## config.mk

```make
export PLATFORM = sky130hd
export DESIGN_NAME = cd_audio_volume_route_mixer_top
export DESIGN_NICKNAME = d
export VERILOG_FILES = /design/src/rtl/cdvrm_pkg.sv /design/src/rtl/cd_audio_volume_route_mixer_top.sv /design/src/rtl/cdvrm_ctrl.sv /design/src/rtl/cdvrm_dp.sv
export SDC_FILE = /design/constraint.sdc
export NUM_CORES = 2
export LEC_CHECK = 0
export BUFFER_PORTS_ARGS = -buffer_cell sky130_fd_sc_hd__buf_2
export CORE_MARGIN = 4
export CORE_UTILIZATION = 65
export DETAILED_ROUTE_END_ITERATION = 6
export PLACE_DENSITY = 0.9
export SLEW_MARGIN = 20
export SYNTH_ARGS = -nofsm -noshare
export SYNTH_HDL_FRONTEND = slang
export SYNTH_SLANG_ARGS = --single-unit
```

## constraint.sdc

```tcl
create_clock -name clk -period 10 [get_ports clk]
set_clock_uncertainty 0.15 [all_clocks]
set_input_delay 1 -clock clk [delete_from_list [all_inputs] [get_ports clk]]
set_output_delay 1 -clock clk [all_outputs]
set_load 0.1 [all_outputs]
```

## src/rtl/cdvrm_pkg.sv

```systemverilog
// shared types and constants for the cd audio volume and route mixer
// used by cdvrm_ctrl, cdvrm_dp and the top level; depends on nothing

package cdvrm_pkg;

    localparam int SMP_W   = 16;
    localparam int DVOL_W  = 8;
    localparam int CVOL_W  = 16;
    localparam int ROUTE_W = 2;
    localparam int PROD_W  = SMP_W + DVOL_W + 1;      // signed sample x unsigned drive volume
    localparam int SUM_W   = PROD_W + 1;              // two routed products
    localparam int MAG_W   = SMP_W + DVOL_W;          // |routed sum| fits in 24 bits
    localparam int REM_W   = MAG_W + CVOL_W;          // magnitude x card volume
    localparam int QUO_W   = SMP_W - 1;               // quotient magnitude stays below 2^15

    // divide by 511 * 65535: estimate from the top 24 numerator bits times
    // floor(2^40 / divisor), then correct by at most two divisors
    localparam logic [REM_W-1:0] VOL_DIVISOR = REM_W'(33488385);
    localparam int EST_IN_LO = 16;
    localparam int EST_SHIFT = 24;
    localparam int RECIP_W   = 16;
    localparam logic [RECIP_W-1:0] VOL_RECIP = RECIP_W'(32832);

    // residue after the estimate stays below three divisors
    localparam int RES_W = 27;
    localparam logic [RES_W-1:0] DIV_ONE   = RES_W'(33488385);
    localparam logic [RES_W-1:0] DIV_TWO   = RES_W'(66976770);
    localparam logic [RES_W-1:0] DIV_THREE = RES_W'(100465155);

    localparam logic [CVOL_W-1:0] CARD_VOL_RESET = '1;

    localparam int CFG_IDX_W = 1;
    localparam logic [CFG_IDX_W-1:0] REG_CARD_VOL_LEFT  = 1'b0;
    localparam logic [CFG_IDX_W-1:0] REG_CARD_VOL_RIGHT = 1'b1;

    localparam int IN_DATA_W  = 56;
    localparam int IN_USER_W  = 2;
    localparam int OUT_DATA_W = 32;

    typedef struct packed {
        logic load;       // capture the input item
        logic mul;        // sample x drive volume
        logic route;      // route sums and magnitude
        logic scale;      // magnitude x card volume
        logic est;        // reciprocal quotient estimate
        logic rem;        // residue after the estimate
        logic fix;        // add back up to two to the quotient
        logic acc;        // accumulate and emit
    } cmd_t;

    typedef struct packed {
        logic acc_block;  // last item but output slot still full
    } status_t;

endpackage

```

## src/rtl/cd_audio_volume_route_mixer_top.sv

```systemverilog
// a result appears on the master side once its last item is accepted and the sequencer has
// stepped through multiply, route, card volume scale, reciprocal estimate, residue and
// correction to the accumulate; no new item is taken before the accumulate step is done
// a held result stalls only a following last item at its accumulate step
// reset (rst_n low, asynchronous): accumulators to zero, card volumes to 65535, no result
// holds the sequencer cdvrm_ctrl and datapath cdvrm_dp; uses cdvrm_pkg

module cd_audio_volume_route_mixer_top (
    input  logic                                   clk,
    input  logic                                   rst_n,
    input  logic                                   cfg_we,
    input  logic [cdvrm_pkg::CFG_IDX_W-1:0]        cfg_index,
    input  logic [cdvrm_pkg::CVOL_W-1:0]           cfg_data,
    input  logic                                   s_axis_tvalid,
    output logic                                   s_axis_tready,
    // sample_left, sample_right, drive_vol_left, drive_vol_right,
    // route_src_left, route_src_right, zero fill
    input  logic [cdvrm_pkg::IN_DATA_W-1:0]        s_axis_tdata,
    // audio_present, first_drive
    input  logic [cdvrm_pkg::IN_USER_W-1:0]        s_axis_tuser,
    // last_drive
    input  logic                                   s_axis_tlast,
    output logic                                   m_axis_tvalid,
    input  logic                                   m_axis_tready,
    // mix_left, mix_right
    output logic [cdvrm_pkg::OUT_DATA_W-1:0]       m_axis_tdata
);

    cdvrm_pkg::cmd_t    cmd;
    cdvrm_pkg::status_t status;

    cdvrm_ctrl u_ctrl (
        .clk      (clk),
        .rst_n    (rst_n),
        .in_valid (s_axis_tvalid),
        .in_ready (s_axis_tready),
        .status   (status),
        .cmd      (cmd)
    );

    cdvrm_dp u_dp (
        .clk       (clk),
        .rst_n     (rst_n),
        .cfg_we    (cfg_we),
        .cfg_index (cfg_index),
        .cfg_data  (cfg_data),
        .in_data   (s_axis_tdata),
        .in_user   (s_axis_tuser),
        .in_last   (s_axis_tlast),
        .out_valid (m_axis_tvalid),
        .out_ready (m_axis_tready),
        .out_data  (m_axis_tdata),
        .cmd       (cmd),
        .status    (status)
    );

endmodule

```

## src/rtl/cdvrm_ctrl.sv

```systemverilog
// sequencer for the cd audio mixer: walks one item through multiply,
// route, scale, divide and accumulate; uses cdvrm_pkg

module cdvrm_ctrl (
    input  logic              clk,
    input  logic              rst_n,
    input  logic              in_valid,
    output logic              in_ready,
    input  cdvrm_pkg::status_t status,
    output cdvrm_pkg::cmd_t    cmd
);

    typedef enum logic [2:0] {
        ST_IDLE,
        ST_MUL,
        ST_ROUTE,
        ST_SCALE,
        ST_EST,
        ST_REM,
        ST_FIX,
        ST_ACC
    } state_t;

    state_t                           state_reg;
    state_t                           state_next;

    always_comb
    begin
        state_next = state_reg;
        cmd        = '0;
        in_ready   = 1'b0;
        case (state_reg)
            ST_IDLE:
            begin
                in_ready = 1'b1;
                if (in_valid)
                begin
                    cmd.load   = 1'b1;
                    state_next = ST_MUL;
                end
            end
            ST_MUL:
            begin
                cmd.mul    = 1'b1;
                state_next = ST_ROUTE;
            end
            ST_ROUTE:
            begin
                cmd.route  = 1'b1;
                state_next = ST_SCALE;
            end
            ST_SCALE:
            begin
                cmd.scale  = 1'b1;
                state_next = ST_EST;
            end
            ST_EST:
            begin
                cmd.est    = 1'b1;
                state_next = ST_REM;
            end
            ST_REM:
            begin
                cmd.rem    = 1'b1;
                state_next = ST_FIX;
            end
            ST_FIX:
            begin
                cmd.fix    = 1'b1;
                state_next = ST_ACC;
            end
            ST_ACC:
            begin
                if (!status.acc_block)
                begin
                    cmd.acc    = 1'b1;
                    state_next = ST_IDLE;
                end
            end
            default:
            begin
                state_next = ST_IDLE;
            end
        endcase
    end

    always_ff @(posedge clk or negedge rst_n)
    begin
        if (!rst_n)
        begin
            state_reg <= ST_IDLE;
        end
        else
        begin
            state_reg <= state_next;
        end
    end

    assert property (@(posedge clk) disable iff (!rst_n) $onehot0(cmd))
        else $error("cdvrm_ctrl: more than one command at once");

    assert property (@(posedge clk) disable iff (!rst_n) cmd.est |=> cmd.rem)
        else $error("cdvrm_ctrl: quotient estimate not followed by residue step");

    assert property (@(posedge clk) disable iff (!rst_n) cmd.load |=> cmd.mul)
        else $error("cdvrm_ctrl: accepted item not followed by multiply");

endmodule

```

## src/rtl/cdvrm_dp.sv

```systemverilog
// datapath for the cd audio mixer: card volume registers, multipliers,
// reciprocal divide by 511*65535, accumulators and output register; uses cdvrm_pkg

module cdvrm_dp (
    input  logic                                   clk,
    input  logic                                   rst_n,
    input  logic                                   cfg_we,
    input  logic [cdvrm_pkg::CFG_IDX_W-1:0]        cfg_index,
    input  logic [cdvrm_pkg::CVOL_W-1:0]           cfg_data,
    input  logic [cdvrm_pkg::IN_DATA_W-1:0]        in_data,
    input  logic [cdvrm_pkg::IN_USER_W-1:0]        in_user,
    input  logic                                   in_last,
    output logic                                   out_valid,
    input  logic                                   out_ready,
    output logic [cdvrm_pkg::OUT_DATA_W-1:0]       out_data,
    input  cdvrm_pkg::cmd_t                        cmd,
    output cdvrm_pkg::status_t                     status
);

    logic [cdvrm_pkg::CVOL_W-1:0]         cvol_l_reg;
    logic [cdvrm_pkg::CVOL_W-1:0]         cvol_r_reg;

    logic signed [cdvrm_pkg::SMP_W-1:0]   smp_l_reg;
    logic signed [cdvrm_pkg::SMP_W-1:0]   smp_r_reg;
    logic [cdvrm_pkg::DVOL_W-1:0]         dvol_l_reg;
    logic [cdvrm_pkg::DVOL_W-1:0]         dvol_r_reg;
    logic [cdvrm_pkg::ROUTE_W-1:0]        route_l_reg;
    logic [cdvrm_pkg::ROUTE_W-1:0]        route_r_reg;
    logic                                 present_reg;
    logic                                 first_reg;
    logic                                 last_reg;

    logic signed [cdvrm_pkg::PROD_W-1:0]  pl_reg;
    logic signed [cdvrm_pkg::PROD_W-1:0]  pr_reg;
    logic signed [cdvrm_pkg::PROD_W-1:0]  pl_next;
    logic signed [cdvrm_pkg::PROD_W-1:0]  pr_next;

    logic signed [cdvrm_pkg::SUM_W-1:0]   to_l;
    logic signed [cdvrm_pkg::SUM_W-1:0]   to_r;
    logic [cdvrm_pkg::SUM_W-1:0]          abs_l;
    logic [cdvrm_pkg::SUM_W-1:0]          abs_r;
    logic [cdvrm_pkg::MAG_W-1:0]          mag_l_reg;
    logic [cdvrm_pkg::MAG_W-1:0]          mag_r_reg;
    logic                                 neg_l_reg;
    logic                                 neg_r_reg;

    logic [cdvrm_pkg::REM_W-1:0]          num_l_reg;
    logic [cdvrm_pkg::REM_W-1:0]          num_r_reg;
    logic [cdvrm_pkg::REM_W-1:0]          est_prod_l;
    logic [cdvrm_pkg::REM_W-1:0]          est_prod_r;
    logic [cdvrm_pkg::REM_W-1:0]          res_full_l;
    logic [cdvrm_pkg::REM_W-1:0]          res_full_r;
    logic [cdvrm_pkg::RES_W-1:0]          res_l_reg;
    logic [cdvrm_pkg::RES_W-1:0]          res_r_reg;
    logic [cdvrm_pkg::QUO_W-1:0]          quo_l_reg;
    logic [cdvrm_pkg::QUO_W-1:0]          quo_r_reg;

    logic [cdvrm_pkg::SMP_W-1:0]          contrib_l;
    logic [cdvrm_pkg::SMP_W-1:0]          contrib_r;
    logic [cdvrm_pkg::SMP_W-1:0]          acc_l_reg;
    logic [cdvrm_pkg::SMP_W-1:0]          acc_r_reg;
    logic [cdvrm_pkg::SMP_W-1:0]          acc_l_next;
    logic [cdvrm_pkg::SMP_W-1:0]          acc_r_next;

    logic                                 out_valid_reg;
    logic [cdvrm_pkg::OUT_DATA_W-1:0]     out_data_reg;

    // card volume registers
    always_ff @(posedge clk or negedge rst_n)
    begin
        if (!rst_n)
        begin
            cvol_l_reg <= cdvrm_pkg::CARD_VOL_RESET;
            cvol_r_reg <= cdvrm_pkg::CARD_VOL_RESET;
        end
        else if (cfg_we)
        begin
            case (cfg_index)
                cdvrm_pkg::REG_CARD_VOL_LEFT:  cvol_l_reg <= cfg_data;
                cdvrm_pkg::REG_CARD_VOL_RIGHT: cvol_r_reg <= cfg_data;
                default:
                begin
                end
            endcase
        end
    end

    // input capture
    always_ff @(posedge clk)
    begin
        if (cmd.load)
        begin
            smp_l_reg   <= in_data[15:0];
            smp_r_reg   <= in_data[31:16];
            dvol_l_reg  <= in_data[39:32];
            dvol_r_reg  <= in_data[47:40];
            route_l_reg <= in_data[49:48];
            route_r_reg <= in_data[51:50];
            present_reg <= in_user[0];
            first_reg   <= in_user[1];
            last_reg    <= in_last;
        end
    end

    assign pl_next = smp_l_reg * $signed({1'b0, dvol_l_reg});
    assign pr_next = smp_r_reg * $signed({1'b0, dvol_r_reg});

    always_ff @(posedge clk)
    begin
        if (cmd.mul)
        begin
            pl_reg <= pl_next;
            pr_reg <= pr_next;
        end
    end

    // bit0 of a mask feeds output left, bit1 output right
    always_comb
    begin
        to_l = '0;
        to_r = '0;
        if (route_l_reg[0])
        begin
            to_l = to_l + cdvrm_pkg::SUM_W'(pl_reg);
        end
        if (route_r_reg[0])
        begin
            to_l = to_l + cdvrm_pkg::SUM_W'(pr_reg);
        end
        if (route_l_reg[1])
        begin
            to_r = to_r + cdvrm_pkg::SUM_W'(pl_reg);
        end
        if (route_r_reg[1])
        begin
            to_r = to_r + cdvrm_pkg::SUM_W'(pr_reg);
        end
        abs_l = to_l[cdvrm_pkg::SUM_W-1] ? (~to_l + 1'b1) : to_l;
        abs_r = to_r[cdvrm_pkg::SUM_W-1] ? (~to_r + 1'b1) : to_r;
    end

    always_ff @(posedge clk)
    begin
        if (cmd.route)
        begin
            mag_l_reg <= abs_l[cdvrm_pkg::MAG_W-1:0];
            mag_r_reg <= abs_r[cdvrm_pkg::MAG_W-1:0];
            neg_l_reg <= to_l[cdvrm_pkg::SUM_W-1];
            neg_r_reg <= to_r[cdvrm_pkg::SUM_W-1];
        end
    end

    always_ff @(posedge clk)
    begin
        if (cmd.scale)
        begin
            num_l_reg <= mag_l_reg * cvol_l_reg;
            num_r_reg <= mag_r_reg * cvol_r_reg;
        end
    end

    // estimate never exceeds the true quotient and falls short by at most two
    assign est_prod_l = num_l_reg[cdvrm_pkg::REM_W-1:cdvrm_pkg::EST_IN_LO] * cdvrm_pkg::VOL_RECIP;
    assign est_prod_r = num_r_reg[cdvrm_pkg::REM_W-1:cdvrm_pkg::EST_IN_LO] * cdvrm_pkg::VOL_RECIP;

    assign res_full_l = num_l_reg - cdvrm_pkg::REM_W'(quo_l_reg) * cdvrm_pkg::VOL_DIVISOR;
    assign res_full_r = num_r_reg - cdvrm_pkg::REM_W'(quo_r_reg) * cdvrm_pkg::VOL_DIVISOR;

    always_ff @(posedge clk)
    begin
        if (cmd.est)
        begin
            quo_l_reg <= est_prod_l[cdvrm_pkg::EST_SHIFT+cdvrm_pkg::QUO_W-1:cdvrm_pkg::EST_SHIFT];
            quo_r_reg <= est_prod_r[cdvrm_pkg::EST_SHIFT+cdvrm_pkg::QUO_W-1:cdvrm_pkg::EST_SHIFT];
        end
        else if (cmd.fix)
        begin
            if (res_l_reg >= cdvrm_pkg::DIV_TWO)
            begin
                quo_l_reg <= quo_l_reg + cdvrm_pkg::QUO_W'(2);
            end
            else if (res_l_reg >= cdvrm_pkg::DIV_ONE)
            begin
                quo_l_reg <= quo_l_reg + cdvrm_pkg::QUO_W'(1);
            end
            if (res_r_reg >= cdvrm_pkg::DIV_TWO)
            begin
                quo_r_reg <= quo_r_reg + cdvrm_pkg::QUO_W'(2);
            end
            else if (res_r_reg >= cdvrm_pkg::DIV_ONE)
            begin
                quo_r_reg <= quo_r_reg + cdvrm_pkg::QUO_W'(1);
            end
        end
    end

    // residue is below three divisors, so its low bits carry it exactly
    always_ff @(posedge clk)
    begin
        if (cmd.rem)
        begin
            res_l_reg <= res_full_l[cdvrm_pkg::RES_W-1:0];
            res_r_reg <= res_full_r[cdvrm_pkg::RES_W-1:0];
        end
    end

    // quotient magnitude is at most 32703, so a signed contribution fits in 16 bits
    assign contrib_l = neg_l_reg ? (~{1'b0, quo_l_reg} + 1'b1) : {1'b0, quo_l_reg};
    assign contrib_r = neg_r_reg ? (~{1'b0, quo_r_reg} + 1'b1) : {1'b0, quo_r_reg};

    always_comb
    begin
        acc_l_next = first_reg ? '0 : acc_l_reg;
        acc_r_next = first_reg ? '0 : acc_r_reg;
        if (present_reg)
        begin
            acc_l_next = acc_l_next + contrib_l;
            acc_r_next = acc_r_next + contrib_r;
        end
    end

    always_ff @(posedge clk or negedge rst_n)
    begin
        if (!rst_n)
        begin
            acc_l_reg     <= '0;
            acc_r_reg     <= '0;
            out_valid_reg <= 1'b0;
        end
        else
        begin
            if (cmd.acc)
            begin
                acc_l_reg <= acc_l_next;
                acc_r_reg <= acc_r_next;
            end
            if (cmd.acc && last_reg)
            begin
                out_valid_reg <= 1'b1;
            end
            else if (out_ready)
            begin
                out_valid_reg <= 1'b0;
            end
        end
    end

    always_ff @(posedge clk)
    begin
        if (cmd.acc && last_reg)
        begin
            out_data_reg <= {acc_r_next, acc_l_next};
        end
    end

    assign out_valid        = out_valid_reg;
    assign out_data         = out_data_reg;
    assign status.acc_block = last_reg && out_valid_reg && !out_ready;

    assert property (@(posedge clk) disable iff (!rst_n)
        cmd.fix |-> res_l_reg < cdvrm_pkg::DIV_THREE)
        else $error("cdvrm_dp: left residue out of range, quotient estimate too low");

    assert property (@(posedge clk) disable iff (!rst_n)
        cmd.fix |-> res_r_reg < cdvrm_pkg::DIV_THREE)
        else $error("cdvrm_dp: right residue out of range, quotient estimate too low");

    assert property (@(posedge clk) disable iff (!rst_n)
        cmd.acc && last_reg |-> !(out_valid_reg && !out_ready))
        else $error("cdvrm_dp: result written over an item not yet taken");

    assert property (@(posedge clk) disable iff (!rst_n)
        $rose(out_valid_reg) |-> $past(cmd.acc && last_reg))
        else $error("cdvrm_dp: output valid raised without a last item");

endmodule
```

==> results.py <==
metrics = {
    "status": {
        "status": "complete, no violations",
    },
    "finish": {
        "regArea_um2": 12300,
        "num-fill-cells": 6888,
        "multi_input_area_um2": 46900,
        "final_net_count": 8433,
        "area_delta_synth_final_pct": 5.11,
        "layout_common_cells": "1,338 x inv_1, 997 x fa_1, 780 x nand2_1, 665 x ha_1, 527 x and2_1",
        "layout_commonest_cell": "inv_1",
        "drive_gt1_share_pct": 5.66,
        "finalNonFillerCells": 8024,
    },
    "grt": {
        "grt_max_degree": 82,
        "overflow": 0,
        "grt_pass1_vias": 51565,
        "antenna_found_initial": 4,
        "grt_pass1_wl_um": 257000,
        "track_usage_pct": 30.5,
    },
    "worst_setup_path": {
        "cpMaxStageDelayCell": "dfstp_2",
        "cp_common_cell": "fa_1",
        "cp.arrival_ns": 7.79,
        "crit_path_max_fanout": 25,
        "cp.required_ns": 10.27,
        "rr_startpoint": "u_dp.cvol_r_reg[1]",
        "critical_path_class": "flop to flop",
        "reg2reg_slack_ns": 2.47,
        "cp_cell_sequence": "nand2_1, fa_1, inv_1, fa_1, inv_1, fa_1, inv_1, fa_1, fa_1, inv_1, fa_1, inv_1, ha_1, a21oi_1, o21ai_0, a2111oi_0, nor2_1, a32oi_1, o21ai_0, a211o_1, a31o_2, a21oi_1, xnor2_1",
        "crit_path_start_kind": "flop",
        "reg2reg_depth": 23,
        "cp-end-kind": "flop",
        "critPathMaxStageDelay_ns": 0.96,
        "timing.rr.end": "u_dp.num_r_reg[39]",
    },
    "placed_design": {
        "hpwl_um": 121000,
        "dp.cells": 7925,
        "routabilityCongestion": 0.964,
        "portBuffers": 110,
    },
    "clock_network": {
        "post-cts-setup-buffer-count": 0,
        "clk_latency_ns": 0.66,
        "clock-root-buffer": "clkbuf_16",
        "cts_tree": "done",
        "cts_sinks": 419,
        "post_cts_resized": 0,
        "htreeDepth": 2,
        "hold_buffers": 0,
        "cts_buffers": 49,
        "clkTransAtPathRegs_ns": 0.06,
        "cts_buffer_depth": 3,
    },
    "min_path": {
        "min_to": "u_dp.acc_l_reg[2]",
        "worstHoldPathCells": 2,
        "hp-class": "flop to flop",
        "holdCritStartpoint": "u_dp.acc_l_reg[2]",
    },
    "flow_run": {
        "cap_viol_max_count": 0,
    },
    "floorplanning": {
        "dieArea_um2": 105000,
        "initial_core_util_pct": 65.8,
        "die_h_um": 324,
        "rows": 115,
        "die_x_um": 324,
        "num_io_pins": 115,
        "coreArea_um2": 98700,
    },
    "detailed_routing": {
        "drc": 0,
        "vias": 47440,
        "drtPass1Iterations": 6,
        "vias_per_cell": 5.91,
        "antenna_left": 0,
        "first_iter_violations": 3628,
        "wl_per_cell_um": 19.2,
        "wirelength_um": 154000,
    },
    "timing": {
        "setup_violations": 0,
        "setup_tns_ns": 0,
        "hold_viol_final": 0,
        "rsz0062_at_grt": "false",
        "max_freq_mhz": 133,
        "fin_crit_sh_pct": 75.3,
        "period_minus_slack_ns": 7.53,
        "finalMaxSlewViolations": 0,
        "max_slew_margin_pct": 29.1,
        "worst_pin_slew_ns": 1.06,
    },
    "logic_synthesis": {
        "synth.distinct_cells": 98,
        "ys_warn_count": 0,
        "ys_ff_latch": 419,
        "syn_area_per_cell_um2": 9.70,
        "synth_edf_count": 351,
        "synth_cells": 6694,
        "synthArstFlopShare_pct": 16.2,
        "syn-num-nets": 8437,
        "synthFlopType": "edfxtp_1",
        "syn-cell-area_um2": 64900,
        "seq_area_frac_synth_pct": 18.9,
    },
}
==> cells by family after synthesis <==
group,count (synthesis),synth area share (%)
buf+inv,1520,8.90
simple gates,1849,14.1
compound gates,756,7.58
mux,109,1.86
fa+ha+maj,1663,43.6
flops,419,18.9
xor+xnor,378,5.10
==> metrics by stage <==
step | util [%] | setup slack [ns] | hold slack [ns] | instance area (um^2)
floorplan | - | 3.32 | 0.288 | 64900
finish | 69.1 | 2.47 | 0.322 | 68300
global route | 69.1 | 2.15 | 0.350 | 68200
detailed placement | 67.4 | 2.60 | 0.314 | 66500
global placement | 67.4 | 2.68 | 0.304 | 66500
CTS | 69.1 | 2.59 | 0.328 | 68200
==> layer usage <==
layer / up-vias / GRT usage [%] / share of wire [%]
met5: - / 0 / 0.019
met4: 4 / 12.8 / 4.8
met3: 584 / 6.50 / 8.8
met2: 2162 / 52.8 / 49
met1: 23503 / 37.2 / 37
li1: 21187 / - / -
==> area by class of cell <==
cell class	instances	area share, %
tap	1287	2.36
clock buffer	60	1.89
timing repair buffer	127	1.02
inverter	1338	7.36
sequential	419	18.0
antenna	6	0.0220
clock inverter	32	0.609
multi-input combinational	4755	68.7
==> synth_stat cells (7+ instances only) <==
library cell	instances	area (um^2)
xnor2_1	273	2390
a21o_1	92	691
inv_1	1338	5020
o211ai_1	9	67.6
a21boi_0	9	67.6
dfstp_2	32	841
nand2b_1	35	219
nand3_1	69	345
clkbuf_1	168	631
a31o_2	7	61.3
o2111ai_1	7	61.3
dfrtp_1	36	901
and4_1	8	70.1
o31ai_1	14	105
a31oi_1	40	250
nor2_1	163	612
ha_1	665	8320
nand2_1	781	2930
or3_1	19	119
nor3b_1	7	52.6
xor2_1	105	920
mux2i_1	18	180
and3_1	35	219
a211o_1	12	105
and2_1	529	3310
mux2_2	91	1020
o21ai_0	150	751
nor4_1	8	50.1
or2_2	11	68.8
a41oi_1	13	114
nor3_1	52	260
fa_1	997	20000
o21a_1	23	173
nor2b_1	69	432
a211oi_1	25	188
edfxtp_1	351	10500
a22oi_1	10	75.1
o21bai_1	29	218
nand4_1	31	194
nand3b_1	11	82.6
a21oi_1	228	1140
==> critical path: cells and delay by family (launching register included) <==
family                   cells  cell delay, ns
flip-flops                   1            0.96
XOR/XNOR                     1            0.08
adder cells (fa/ha/maj)      7            3.45
AO/OA/AOI/OAI                8            1.96
AND/OR/NAND/NOR              2            0.36
buffers and inverters        5            0.28
==> worst max-delay path by stage <==
stage / endpoint / startpoint / cells past startpoint / slack, ns
after global routing: u_dp.num_l_reg[37] / u_dp.cvol_l_reg[1] / 19 / 2.15
after floorplan: u_dp.num_r_reg[39] / u_dp.cvol_r_reg[9] / 25 / 3.32
after CTS: u_dp.num_r_reg[39] / u_dp.cvol_r_reg[1] / 23 / 2.59
after detailed placement: u_dp.num_r_reg[39] / u_dp.cvol_r_reg[1] / 23 / 2.60
after global placement: u_dp.num_r_reg[39] / u_dp.cvol_r_reg[7] / 23 / 2.68
final: u_dp.num_r_reg[39] / u_dp.cvol_r_reg[1] / 23 / 2.47
Power is left out: the tool's default activity adds up to more than one toggle a clock period on the data nets, which glitch-free logic cannot reach.
